==> src/hdl/ppbe_pkg.sv <==
// ----------------------------------------------------------------------------
// ppbe_pkg: shared types and constants for the pause-pulse bit encoder
// Holds the item kinds, the register map, the segment codes and the structs
// that travel between the register file, the core and the top level.
// ----------------------------------------------------------------------------
package ppbe_pkg;

    localparam int REG_WIDTH  = 16;
    localparam int NUM_REGS   = 8;
    localparam int ADDR_WIDTH = 5;
    localparam int APB_WIDTH  = 32;
    localparam int DATA_WIDTH = 64;
    localparam int OUT_WIDTH  = 8;

    // Item kinds carried in tuser.
    localparam logic KIND_TICK  = 1'b0;
    localparam logic KIND_START = 1'b1;

    // Register indexes (byte address is four times the index).
    typedef enum logic [2:0] {
        REG_PAUSE       = 3'd0,
        REG_ONE_FIRST   = 3'd1,
        REG_ONE_SECOND  = 3'd2,
        REG_ZERO_FIRST  = 3'd3,
        REG_ZERO_SECOND = 3'd4,
        REG_ONE_END     = 3'd5,
        REG_ZERO_END    = 3'd6,
        REG_QUIET       = 3'd7
    } t_reg_idx;

    localparam logic [REG_WIDTH-1:0] RST_PAUSE       = 16'd40;
    localparam logic [REG_WIDTH-1:0] RST_ONE_FIRST   = 16'd100;
    localparam logic [REG_WIDTH-1:0] RST_ONE_SECOND  = 16'd60;
    localparam logic [REG_WIDTH-1:0] RST_ZERO_FIRST  = 16'd60;
    localparam logic [REG_WIDTH-1:0] RST_ZERO_SECOND = 16'd100;
    localparam logic [REG_WIDTH-1:0] RST_ONE_END     = 16'd120;
    localparam logic [REG_WIDTH-1:0] RST_ZERO_END    = 16'd160;
    localparam logic [REG_WIDTH-1:0] RST_QUIET       = 16'd2000;

    // Segments of one bit, plus the quiet gap after each pass over the frame.
    typedef enum logic [2:0] {
        SEG_PAUSE_A = 3'd0,
        SEG_FIRST   = 3'd1,
        SEG_PAUSE_B = 3'd2,
        SEG_SECOND  = 3'd3,
        SEG_QUIET   = 3'd4
    } t_seg;

    typedef struct packed {
        logic [REG_WIDTH-1:0] pause;
        logic [REG_WIDTH-1:0] bit1_first;
        logic [REG_WIDTH-1:0] bit1_second;
        logic [REG_WIDTH-1:0] bit0_first;
        logic [REG_WIDTH-1:0] bit0_second;
        logic [REG_WIDTH-1:0] bit1_end;
        logic [REG_WIDTH-1:0] bit0_end;
        logic [REG_WIDTH-1:0] quiet;
    } t_cfg;

    typedef struct packed {
        logic line_level;
        logic busy_res;
        logic frame_done;
    } t_result;

endpackage

==> src/hdl/ppbe_regs.sv <==
// ----------------------------------------------------------------------------
// ppbe_regs: configuration register file
// Eight 16-bit timing registers behind an APB-style port with zero wait states.
// ----------------------------------------------------------------------------
module ppbe_regs (
    input  logic                               i_clk,
    input  logic                               i_rst_n,
    input  logic                               psel,
    input  logic                               penable,
    input  logic                               pwrite,
    input  logic [ppbe_pkg::ADDR_WIDTH-1:0]    paddr,
    input  logic [ppbe_pkg::APB_WIDTH-1:0]     pwdata,
    output logic [ppbe_pkg::APB_WIDTH-1:0]     prdata,
    output logic                               pready,
    output ppbe_pkg::t_cfg                     o_cfg
);

    logic [ppbe_pkg::REG_WIDTH-1:0] r_regs [ppbe_pkg::NUM_REGS];
    ppbe_pkg::t_reg_idx             idx;
    logic                           wr_en;

    assign idx    = ppbe_pkg::t_reg_idx'(paddr[ppbe_pkg::ADDR_WIDTH-1:2]);
    assign pready = 1'b1;
    assign wr_en  = psel && penable && pwrite && pready;

    always_ff @(posedge i_clk) begin
        if (!i_rst_n) begin
            r_regs[ppbe_pkg::REG_PAUSE]       <= ppbe_pkg::RST_PAUSE;
            r_regs[ppbe_pkg::REG_ONE_FIRST]   <= ppbe_pkg::RST_ONE_FIRST;
            r_regs[ppbe_pkg::REG_ONE_SECOND]  <= ppbe_pkg::RST_ONE_SECOND;
            r_regs[ppbe_pkg::REG_ZERO_FIRST]  <= ppbe_pkg::RST_ZERO_FIRST;
            r_regs[ppbe_pkg::REG_ZERO_SECOND] <= ppbe_pkg::RST_ZERO_SECOND;
            r_regs[ppbe_pkg::REG_ONE_END]     <= ppbe_pkg::RST_ONE_END;
            r_regs[ppbe_pkg::REG_ZERO_END]    <= ppbe_pkg::RST_ZERO_END;
            r_regs[ppbe_pkg::REG_QUIET]       <= ppbe_pkg::RST_QUIET;
        end else if (wr_en) begin
            r_regs[idx] <= pwdata[ppbe_pkg::REG_WIDTH-1:0];
        end
    end

    assign prdata = {{(ppbe_pkg::APB_WIDTH - ppbe_pkg::REG_WIDTH){1'b0}}, r_regs[idx]};

    assign o_cfg.pause       = r_regs[ppbe_pkg::REG_PAUSE];
    assign o_cfg.bit1_first  = r_regs[ppbe_pkg::REG_ONE_FIRST];
    assign o_cfg.bit1_second = r_regs[ppbe_pkg::REG_ONE_SECOND];
    assign o_cfg.bit0_first  = r_regs[ppbe_pkg::REG_ZERO_FIRST];
    assign o_cfg.bit0_second = r_regs[ppbe_pkg::REG_ZERO_SECOND];
    assign o_cfg.bit1_end    = r_regs[ppbe_pkg::REG_ONE_END];
    assign o_cfg.bit0_end    = r_regs[ppbe_pkg::REG_ZERO_END];
    assign o_cfg.quiet       = r_regs[ppbe_pkg::REG_QUIET];

endmodule

==> src/hdl/ppbe_core.sv <==
// ----------------------------------------------------------------------------
// ppbe_core: segment sequencer
// Holds the frame, the bit, segment and repetition counters, and turns one
// registered request per cycle into the line level for that carrier cycle.
// ----------------------------------------------------------------------------
module ppbe_core #(
    parameter int FRAME_BITS  = 64,
    parameter int REPEATS     = 5,
    parameter int COUNT_WIDTH = 16
) (
    input  logic                                i_clk,
    input  logic                                i_rst_n,
    input  logic                                i_step,
    input  logic                                i_kind,
    input  logic [ppbe_pkg::DATA_WIDTH-1:0]     i_frame_data,
    input  ppbe_pkg::t_cfg                      i_cfg,
    output ppbe_pkg::t_result                   o_result
);

    localparam int BW        = (FRAME_BITS > 1) ? $clog2(FRAME_BITS) : 1;
    localparam int RW        = (REPEATS > 1) ? $clog2(REPEATS) : 1;
    localparam int SENT_BITS = (FRAME_BITS / 8) * 8;
    localparam int EXT_W     = (COUNT_WIDTH > ppbe_pkg::REG_WIDTH) ?
                               COUNT_WIDTH : ppbe_pkg::REG_WIDTH;
    localparam logic [BW-1:0]          LAST_BIT  = BW'(SENT_BITS - 1);
    localparam logic [RW-1:0]          LAST_REP  = RW'(REPEATS - 1);
    localparam logic [COUNT_WIDTH-1:0] COUNT_MAX = '1;

    logic [FRAME_BITS-1:0]  r_frame, n_frame;
    logic [RW-1:0]          r_rep, n_rep;
    logic [BW-1:0]          r_bit, n_bit;
    ppbe_pkg::t_seg         r_seg, n_seg;
    logic [COUNT_WIDTH-1:0] r_left, n_left;
    logic                   r_active, n_active;

    logic                   bit_one;
    logic                   bit_last;
    logic [COUNT_WIDTH-1:0] left_dec;
    logic                   seg_end;
    logic                   is_start;
    logic                   is_tick;

    // Zero counts as one cycle; values above the counter range saturate.
    function automatic logic [COUNT_WIDTH-1:0] clamp_count(
        input logic [ppbe_pkg::REG_WIDTH-1:0] v
    );
        logic [EXT_W-1:0] ext;
        ext = EXT_W'(v);
        if (v == '0) begin
            return COUNT_WIDTH'(1);
        end else if (ext > EXT_W'(COUNT_MAX)) begin
            return COUNT_MAX;
        end else begin
            return COUNT_WIDTH'(ext);
        end
    endfunction

    // Length of a segment for the current bit. A new bit always starts with
    // a pause, so the bit-dependent segments only ever need the current bit.
    function automatic logic [COUNT_WIDTH-1:0] seg_len(
        input ppbe_pkg::t_seg s,
        input logic           one,
        input logic           last,
        input ppbe_pkg::t_cfg c
    );
        logic [ppbe_pkg::REG_WIDTH-1:0] v;
        case (s)
            ppbe_pkg::SEG_PAUSE_A,
            ppbe_pkg::SEG_PAUSE_B: v = c.pause;
            ppbe_pkg::SEG_FIRST:   v = one ? c.bit1_first : c.bit0_first;
            ppbe_pkg::SEG_SECOND: begin
                if (last) begin
                    v = one ? c.bit1_end : c.bit0_end;
                end else begin
                    v = one ? c.bit1_second : c.bit0_second;
                end
            end
            default:               v = c.quiet;
        endcase
        return clamp_count(v);
    endfunction

    assign bit_one  = r_frame[r_bit];
    assign bit_last = (r_bit[2:0] == 3'd7);
    assign left_dec = r_left - COUNT_WIDTH'(1);
    assign seg_end  = (left_dec == '0);
    assign is_start = i_step && (i_kind == ppbe_pkg::KIND_START);
    assign is_tick  = i_step && (i_kind == ppbe_pkg::KIND_TICK);

    // Next state.
    always_comb begin
        n_frame  = r_frame;
        n_rep    = r_rep;
        n_bit    = r_bit;
        n_seg    = r_seg;
        n_left   = r_left;
        n_active = r_active;
        if (is_start && !r_active) begin
            n_frame  = i_frame_data[FRAME_BITS-1:0];
            n_rep    = '0;
            n_bit    = '0;
            n_active = 1'b1;
            n_seg    = ppbe_pkg::SEG_PAUSE_A;
            n_left   = seg_len(ppbe_pkg::SEG_PAUSE_A, 1'b0, 1'b0, i_cfg);
        end else if (is_tick && r_active) begin
            n_left = left_dec;
            if (seg_end) begin
                unique case (r_seg)
                    ppbe_pkg::SEG_PAUSE_A: begin
                        n_seg  = ppbe_pkg::SEG_FIRST;
                        n_left = seg_len(ppbe_pkg::SEG_FIRST, bit_one, bit_last, i_cfg);
                    end
                    ppbe_pkg::SEG_FIRST: begin
                        n_seg  = ppbe_pkg::SEG_PAUSE_B;
                        n_left = seg_len(ppbe_pkg::SEG_PAUSE_B, bit_one, bit_last, i_cfg);
                    end
                    ppbe_pkg::SEG_PAUSE_B: begin
                        n_seg  = ppbe_pkg::SEG_SECOND;
                        n_left = seg_len(ppbe_pkg::SEG_SECOND, bit_one, bit_last, i_cfg);
                    end
                    ppbe_pkg::SEG_SECOND: begin
                        if (r_bit != LAST_BIT) begin
                            n_bit  = r_bit + BW'(1);
                            n_seg  = ppbe_pkg::SEG_PAUSE_A;
                            n_left = seg_len(ppbe_pkg::SEG_PAUSE_A, bit_one, bit_last, i_cfg);
                        end else begin
                            n_seg  = ppbe_pkg::SEG_QUIET;
                            n_left = seg_len(ppbe_pkg::SEG_QUIET, bit_one, bit_last, i_cfg);
                        end
                    end
                    default: begin
                        n_bit = '0;
                        if (r_rep == LAST_REP) begin
                            n_active = 1'b0;
                            n_rep    = '0;
                            n_seg    = ppbe_pkg::SEG_PAUSE_A;
                            n_left   = '0;
                        end else begin
                            n_rep  = r_rep + RW'(1);
                            n_seg  = ppbe_pkg::SEG_PAUSE_A;
                            n_left = seg_len(ppbe_pkg::SEG_PAUSE_A, bit_one, bit_last, i_cfg);
                        end
                    end
                endcase
            end
        end
    end

    // Result for the request being processed this cycle.
    always_comb begin
        o_result = '0;
        if (is_start) begin
            o_result.busy_res = 1'b1;
        end else if (is_tick && r_active) begin
            o_result.busy_res   = 1'b1;
            o_result.line_level = (r_seg == ppbe_pkg::SEG_PAUSE_A) ||
                                  (r_seg == ppbe_pkg::SEG_PAUSE_B);
            o_result.frame_done = seg_end && (r_seg == ppbe_pkg::SEG_QUIET) &&
                                  (r_rep == LAST_REP);
        end
    end

    always_ff @(posedge i_clk) begin
        if (!i_rst_n) begin
            r_frame  <= '0;
            r_rep    <= '0;
            r_bit    <= '0;
            r_seg    <= ppbe_pkg::SEG_PAUSE_A;
            r_left   <= '0;
            r_active <= 1'b0;
        end else begin
            r_frame  <= n_frame;
            r_rep    <= n_rep;
            r_bit    <= n_bit;
            r_seg    <= n_seg;
            r_left   <= n_left;
            r_active <= n_active;
        end
    end

endmodule

==> src/hdl/pause_pulse_bit_encoder.sv <==
// ----------------------------------------------------------------------------
// pause_pulse_bit_encoder: pulse interval encoder, top level
// Input register, segment sequencer, result register and register file.
// ----------------------------------------------------------------------------
// The block takes one request per clock while the result side keeps up, and
// returns one result for each; a request is held in the input register and
// its result in the result register. Every tick request is one carrier
// cycle, and the segment sequencer updates its cycle counter, bit position
// and repetition count in that single cycle, so a tick can follow the
// previous one on the next clock. While a result waits in the result register,
// one more request is taken into the input register, and the input then stalls
// until the waiting result is taken.
// ----------------------------------------------------------------------------
module pause_pulse_bit_encoder #(
    parameter int FRAME_BITS  = 64,
    parameter int REPEATS     = 5,
    parameter int COUNT_WIDTH = 16
) (
    input  logic                                i_clk,
    input  logic                                i_rst_n,
    input  logic                                i_s_axis_tvalid,
    output logic                                o_s_axis_tready,
    input  logic [ppbe_pkg::DATA_WIDTH-1:0]     i_s_axis_tdata,  // [63:0] frame_data
    input  logic                                i_s_axis_tuser,  // [0] kind
    output logic                                o_m_axis_tvalid,
    input  logic                                i_m_axis_tready,
    output logic [ppbe_pkg::OUT_WIDTH-1:0]      o_m_axis_tdata,  // [0] line_level, [1] busy_res
    output logic                                o_m_axis_tlast,  // frame_done
    input  logic                                psel,
    input  logic                                penable,
    input  logic                                pwrite,
    input  logic [ppbe_pkg::ADDR_WIDTH-1:0]     paddr,
    input  logic [ppbe_pkg::APB_WIDTH-1:0]      pwdata,
    output logic [ppbe_pkg::APB_WIDTH-1:0]      prdata,
    output logic                                pready
);

    logic                              r_in_valid;
    logic                              r_in_kind;
    logic [ppbe_pkg::DATA_WIDTH-1:0]   r_in_data;
    logic                              r_out_valid;
    ppbe_pkg::t_result                 r_out;
    ppbe_pkg::t_result                 core_result;
    ppbe_pkg::t_cfg                    cfg;
    logic                              advance;
    logic                              in_fire;

    assign advance         = r_in_valid && (!r_out_valid || i_m_axis_tready);
    assign o_s_axis_tready = !r_in_valid || advance;
    assign in_fire         = i_s_axis_tvalid && o_s_axis_tready;

    ppbe_regs u_regs (
        .i_clk   (i_clk),
        .i_rst_n (i_rst_n),
        .psel    (psel),
        .penable (penable),
        .pwrite  (pwrite),
        .paddr   (paddr),
        .pwdata  (pwdata),
        .prdata  (prdata),
        .pready  (pready),
        .o_cfg   (cfg)
    );

    ppbe_core #(
        .FRAME_BITS  (FRAME_BITS),
        .REPEATS     (REPEATS),
        .COUNT_WIDTH (COUNT_WIDTH)
    ) u_core (
        .i_clk        (i_clk),
        .i_rst_n      (i_rst_n),
        .i_step       (advance),
        .i_kind       (r_in_kind),
        .i_frame_data (r_in_data),
        .i_cfg        (cfg),
        .o_result     (core_result)
    );

    always_ff @(posedge i_clk) begin
        if (!i_rst_n) begin
            r_in_valid  <= 1'b0;
            r_out_valid <= 1'b0;
        end else begin
            if (in_fire) begin
                r_in_valid <= 1'b1;
            end else if (advance) begin
                r_in_valid <= 1'b0;
            end
            if (advance) begin
                r_out_valid <= 1'b1;
            end else if (i_m_axis_tready) begin
                r_out_valid <= 1'b0;
            end
        end
    end

    always_ff @(posedge i_clk) begin
        if (in_fire) begin
            r_in_kind <= i_s_axis_tuser;
            r_in_data <= i_s_axis_tdata;
        end
        if (advance) begin
            r_out <= core_result;
        end
    end

    assign o_m_axis_tvalid = r_out_valid;
    assign o_m_axis_tdata  = {{(ppbe_pkg::OUT_WIDTH - 2){1'b0}}, r_out.busy_res,
                              r_out.line_level};
    assign o_m_axis_tlast  = r_out.frame_done;

endmodule

==> config.mk <==
export PLATFORM = sky130hd
export DESIGN_NAME = pause_pulse_bit_encoder
export DESIGN_NICKNAME = d
export VERILOG_FILES = /design/src/hdl/ppbe_pkg.sv /design/src/hdl/ppbe_regs.sv /design/src/hdl/ppbe_core.sv /design/src/hdl/pause_pulse_bit_encoder.sv
export SDC_FILE = /design/constraint.sdc
export NUM_CORES = 1
export LEC_CHECK = 0
export BUFFER_PORTS_ARGS = -buffer_cell sky130_fd_sc_hd__buf_2
export CAP_MARGIN = 20
export CORE_ASPECT_RATIO = 0.6
export CORE_MARGIN = 2
export CORE_UTILIZATION = 30
export DETAILED_ROUTE_END_ITERATION = 16
export PLACE_DENSITY = 0.56
export SYNTH_ARGS = -nofsm -noshare
export SYNTH_HDL_FRONTEND = slang
export SYNTH_SLANG_ARGS = --single-unit
==> constraint.sdc <==
create_clock -name i_clk -period 6.7 [get_ports i_clk]
set_clock_uncertainty 0.15 [all_clocks]
set_input_delay 1.34 -clock i_clk [delete_from_list [all_inputs] [get_ports i_clk]]
set_output_delay 1.34 -clock i_clk [all_outputs]
set_load 0.005 [all_outputs]
# Word-level counts from Yosys, hierarchy flattened
# Memories as Yosys holds them, arrays and structs flattened.
# Index checks and enable logic that the tools add are counted.
[classes]
n_reduce_logical = 39
addsub = 3
magnitude_cmp = 8
n_eq_ne = 9
n_bitwise = 5
mux = 76
[ops]
columns = ["cell", "n"]
rows = [
  ["16-bit 2-to-1 mux", 52],
  ["16-bit logical NOT", 8],
  ["16-bit > comparator (second input constant)", 7],
  ["16-bit case mux with 4 select lines", 1],
  ["16-bit OR reduction", 1],
  ["16-bit by 1-bit subtractor with 16-bit output (second input constant)", 1],
  ["1-bit 2-to-1 mux", 15],
  ["3-bit case mux with 4 select lines", 1],
  ["6-bit case mux with 2 select lines", 1],
  ["1-bit logical AND", 10],
  ["2-bit nonzero test", 5],
  ["3-bit equality test (second input constant)", 3],
  ["3-bit 2-to-1 mux", 3],
  ["4-bit AND reduction", 2],
  ["6-bit by 7-bit less-than comparator with 1-bit output (second input constant)", 1],
  ["6-bit by 1-bit adder with 6-bit output (second input constant)", 1],
  ["1-bit binary-select mux with 6-bit select", 1],
  ["3-bit by 2-bit equality test with 1-bit output (second input constant)", 2],
  ["6-bit 2-to-1 mux", 1],
  ["6-bit != test (second input constant)", 1],
  ["1-bit inverter", 5],
  ["2-bit by 1-bit != test with 1-bit output (second input constant)", 2],
  ["2-bit OR reduction", 2],
  ["4-bit OR reduction", 1],
  ["9 further kinds", 13],
]
[totals]
register_bits = 163
word_cells = 154
ram_bits = 128
output_inout_bits = 44
memories = 1
inputBits = 109
[mem_list]
columns = ["memory", "words", "word_bits", "rd", "rd_ports_with_merged_regs", "write_ports", "line", "source"]
rows = [
  ["u_regs.r_regs", 8, 16, 9, 0, 8, "ppbe_regs.sv:18", "logic [ppbe_pkg::REG_WIDTH-1:0] r_regs [ppbe_pkg::NUM_REGS];"],
]

# Logic depth before layout (Yosys ltp)
[depth]
word_depth = 15
ltp_mapped = 12
mapped_depth_nobuf = 10

# Hierarchy
# A second synthesis with hierarchy kept.
[unflattened]
hier_cells = 1144
area_unflattened_um2 = 14144.8
[by_module_without_submodules]
columns = ["module", "cells_per_inst", "n_inst", "area_per_inst_um2", "seq_area_each_um2"]
rows = [
  ["ppbe_regs", 372, 1, 6137.1, 3843.7],
  ["ppbe_core", 688, 1, 5813.1, 1861.8],
  ["pause_pulse_bit_encoder", 84, 1, 2194.6, 2082.0],
]

# Worst setup path before layout
# OpenSTA, ideal clock, no wires.
[synth_timing]
kind = "input port to output port"
start = "input port paddr[3] in the netlist's numbering"
end = "output port prdata[3] in the netlist's numbering"
slack_ps = 2625
t_required_ps = 5210
t_arrival_ps = 2585
n_path_buf = 3
path_stages = 6
cell_sequence = "clkbuf_1 -> nor3b_1 -> clkbuf_1 -> clkbuf_1 -> a22oi_1 -> nand4_1"
[synth_between]
elab_chain_cells = 1
[synth_lines]
columns = ["element", "line", "source"]
rows = [
  ["start: declaration", "pause_pulse_bit_encoder.sv:32", "input logic [ppbe_pkg::ADDR_WIDTH-1:0] paddr,"],
  ["memory 8 x 16 bit", "n/a", ""],
  ["end: declaration", "pause_pulse_bit_encoder.sv:34", "output logic [ppbe_pkg::APB_WIDTH-1:0] prdata,"],
]
# Every way passes these cells.

# Worst setup path in the final report
[layout_timing]
start = "register u_core.r_bit[0]"
end = "register u_core.r_left[0]"
[layout_between]
elab_chain_cells = 15
elab_cells_between_ends = 29
cone_classes = "order compare: 2; eq/ne: 2; mux: 23; reduce/logical: 2"
[layout_lines]
columns = ["element", "line", "source"]
rows = [
  ["start: declaration", "ppbe_core.sv:31", "logic [BW-1:0] r_bit, n_bit;"],
  ["start signal: assignment", "ppbe_core.sv:174", "r_bit <= n_bit;"],
  ["1-bit binary-select mux with 6-bit select", "ppbe_core.sv:83", "assign bit_one = r_frame[r_bit];"],
  ["1-bit 2-to-1 mux (not written as such)", "ppbe_core.sv:83", ""],
  ["16-bit 2-to-1 mux (on tied branches)", "ppbe_core.sv:75, ppbe_core.sv:73", ""],
  ["16-bit 2-to-1 mux", "ppbe_core.sv:72", "if (last) begin"],
  ["16-bit 2-to-1 mux", "ppbe_core.sv:108", "unique case (r_seg)"],
  ["16-bit 2-to-1 mux", "ppbe_core.sv:107", "if (seg_end) begin"],
  ["16-bit 2-to-1 mux", "ppbe_core.sv:105", "end else if (is_tick && r_active) begin"],
  ["16-bit 2-to-1 mux", "ppbe_core.sv:98", "if (is_start && !r_active) begin"],
  ["16-bit > comparator", "ppbe_core.sv:51", "end else if (ext > EXT_W'(COUNT_MAX)) begin"],
  ["16-bit 2-to-1 mux", "ppbe_core.sv:51", ""],
  ["16-bit 2-to-1 mux", "ppbe_core.sv:49", "if (v == '0) begin"],
  ["16-bit case mux with 4 select lines *", "ppbe_core.sv:108", ""],
  ["16-bit 2-to-1 mux *", "ppbe_core.sv:107", ""],
  ["16-bit 2-to-1 mux *", "ppbe_core.sv:105", ""],
  ["16-bit 2-to-1 mux *", "ppbe_core.sv:98", ""],
  ["end signal: assignment", "ppbe_core.sv:176", "r_left <= n_left;"],
  ["end: declaration", "ppbe_core.sv:33", "logic [COUNT_WIDTH-1:0] r_left, n_left;"],
]
# Mark *: on every way between the ends. The rest lies on a longest branch, timed or not. The select of a mux whose other input is x is not followed.
# A chain may end at the register's enable or synchronous reset.

==> results by group <==
Synth
  • Synth top area cells: edfxtp_1 42%, dfxtp_1 14%, a22oi_1 4.4%
  • Most common cell in the synthesized netlist: edfxtp_1
  • Yosys reg bits: 291
  • Asr flop ratio synth: 0%
  • Mapped Cells: 1196
  • Post-synth EDFFs: 196
  • Synth warn: 0
  • Synth top cells by count: 196 x edfxtp_1, 153 x nand2_1, 95 x dfxtp_1, 82 x a22oi_1
  • Seq/Total Area, Yosys: 55.8%
  • Library cells used by synthesis: 74
  • Synth top area share: 42.2%
  • Leading area contributor after synthesis: edfxtp_1
  • Mapped cell area: 14000 um^2
  • Prevailing post-synth register cell: edfxtp_1
  • Syn avg cell area: 11.7 um^2

Routing
  • Remaining DRCs: 0
  • Vias: 10200
  • WL/cell: 21.1 um
  • Total Wirelength: 40700 um
  • TritonRoute pass-1 iters: 5
  • Starting DRT DRC Count: 1026
  • Routed Antenna Nets: 0
  • Routed vias/inst: 5.31

STA
  • Final min period: 5.34 ns
  • Max_slew headroom: 27.0%
  • Final hold vios: 0
  • Worst Tran Pin Value: 1.10 ns
  • Setup violations, final: 0
  • Slew Viols, Final: 0
  • Post-route setup TNS: 0 ns
  • Crit share post-route: 79.7%
  • RSZ-0062 raised after global routing: no
  • WHS: 0.314 ns
  • Maximum clock frequency: 187 MHz

Worst setup path
  • Max incr delay on CP: 0.94 ns
  • Most frequent CP cell: mux4_1
  • Critical Path AT: 5.68 ns
  • Max Fanout on Critical Path: 17
  • CP startpoint kind: flip-flop
  • Worst Setup End Kind: flip-flop
  • Crit-path slowest cell: dfxtp_1
  • Worst Path Required: 7.04 ns
  • Worst path cell trace: buf_4 -> mux4_1 -> mux2i_1 -> o2111ai_1 -> a32oi_4 -> mux4_1 -> nor4_1 -> nand4_1 -> a211oi_1
  • Kind of critical path: reg2reg

Place
  • Post-DP Area: 15000 um^2
  • Post-DP HPWL: 27700 um
  • Routability Congestion: 0.890
  • PortBufs: 111

Layout
  • Number of diodes: 0
  • Final net count: 1387
  • Share of cells above drive strength 1: 17.5%
  • Post-Layout Inst Area: 16100 um^2
  • Layout area overhead: 15.6%

Clock network
  • Cts hold-fix bufs: 0
  • CTS clk-pin slew, worst paths: 0.07 ns
  • TritonCTS buffer count: 31
  • Post-CTS Setup Inserts: 0
  • Clock Sinks: 291
  • H-Tree Depth: 1
  • Clock latency on the worst-skew pair: 0.59 ns
  • Clock Path Buffers: 3
  • Clock root buffer: clkbuf_16
  • Resize count post-CTS: 0
  • CTS tree: yes

Run
  • MaxCap Viol Count: 0

Die
  • Number of I/O pins: 153
  • Initial Util: 30.3%
  • Die Y: 171 um
  • FP Rows: 61
  • Die X: 282 um
  • Area of the core: 46100 um^2
  • Die ar.: 48300 um^2

GRT
  • Gr usage total: 16.5%
  • First-pass GRT wire length: 60800 um
  • Initial antenna violation count: 1
  • GRT overflow: 0
  • Vias in the first global route: 9681
  • Largest net degree at the start of global routing: 95

Status
  • Status: finished, final reports clean

Pwr
  • Power Density: 258 nW/um^2
  • VDD IR max: 0.178 mV
  • LEAKAGE: 5.84 nW

Min path
  • Hold crit path type: reg2reg
-- cell usage in the layout, fill, tap and decap left out, types with 25 or more instances in the layout --
master	synthesis	final
a21boi_0	73	73
a22oi_1	82	82
and2_1	45	44
and3_1	78	78
buf_2	5	111
clkbuf_16	0	31
dfxtp_1	95	95
edfxtp_1	196	196
nand2_1	153	153
nand2b_1	37	37
nand4_1	25	25
-- metal layers --
metal / share of wire (%) / track usage, % / routed length, um
met1: 48 / 25.7 / 19400
met2: 41 / 22.7 / 16600
met3: 9.4 / 3.80 / 3820
met4: 2.1 / 3.80 / 869
met5: 0.029 / 0 / 12
-- area by class of cell --
cell class / count / area [um^2]
timing repair buffer: 137 / 822
inverter: 9 / 33.8
multi-input combinational: 802 / 5660
clock buffer: 38 / 822
clock inverter: 20 / 224
fill: 4588 / 30000
tap: 630 / 788
sequential: 291 / 7790
-- critical path, delay by kind of cell (launching register included) --
family,cells,cell delay (ns)
mux,3,1.59
compound gates,3,1.27
simple gates,2,0.97
flops,1,0.94
buf+inv,1,0.31
-- sequential cells by signal, indices dropped and copies added, names as in the netlist --
| name | cells |
|---|---|
| u_core.r_active | 1 |
| r_in_valid | 1 |
| o_m_axis_tdata | 2 |
| u_core.r_seg | 3 |
| u_core.r_frame | 64 |
| o_m_axis_tlast | 1 |
| u_regs.r_regs | 128 |
| u_core.r_bit | 6 |
| r_in_data | 64 |
| u_core.r_left | 16 |
| r_in_kind | 1 |
| u_core.r_rep | 3 |
| o_m_axis_tvalid | 1 |
-- cells by family (layout without fill, tap and decap cells) --
kind of cell | after synthesis | in the layout | share of synthesized area [%]
other cells | 2 | 23 | 0.0538
fa+ha+maj | 6 | 6 | 0.538
simple gates | 448 | 448 | 17.4
mux | 56 | 56 | 7.19
buf+inv | 124 | 204 | 4.37
compound gates | 257 | 257 | 13.9
flops | 291 | 291 | 55.8
xor+xnor | 12 | 12 | 0.753
-- path summary, 6_finish.rpt --
path	startpoint	endpoint	slack, ns	cells after the start
worst max-delay path	u_core.r_bit[0]$_SDFFE_PP0P_	u_core.r_left[0]$_SDFFE_PN0P_	1.36	9
worst min-delay path	u_core.r_frame[60]$_SDFFE_PN0P_	u_core.r_frame[60]$_SDFFE_PN0P_	0.31	2
worst max register to register	u_core.r_bit[0]$_SDFFE_PP0P_	u_core.r_left[0]$_SDFFE_PN0P_	1.36	9
worst min register to register	u_core.r_frame[60]$_SDFFE_PN0P_	u_core.r_frame[60]$_SDFFE_PN0P_	0.31	2
-- per-stage QoR --
step / instances / total power [mW] / setup slack (ns) / utilization [%]
after CTS: 1921 / 4.21 / 1.56 / 34.8
after detailed placement: 1863 / 2.42 / 1.56 / 32.5
after global routing: 1927 / 4.33 / 1.23 / 35.0
after global placement: 1863 / 2.42 / 1.58 / 32.5
after floorplan: 1217 / 2.28 / 2.63 / -
final: 1927 / 4.17 / 1.36 / 35.0
-- where the power goes --
| group | internal, mW | switching (mW) | total (mW) |
|---|---|---|---|
| logic | 0.128 | 0.197 | 0.325 |
| clock network | 1.03 | 0.745 | 1.77 |
| registers | 2.01 | 0.0647 | 2.07 |
Power figures use the tool's default switching activity.
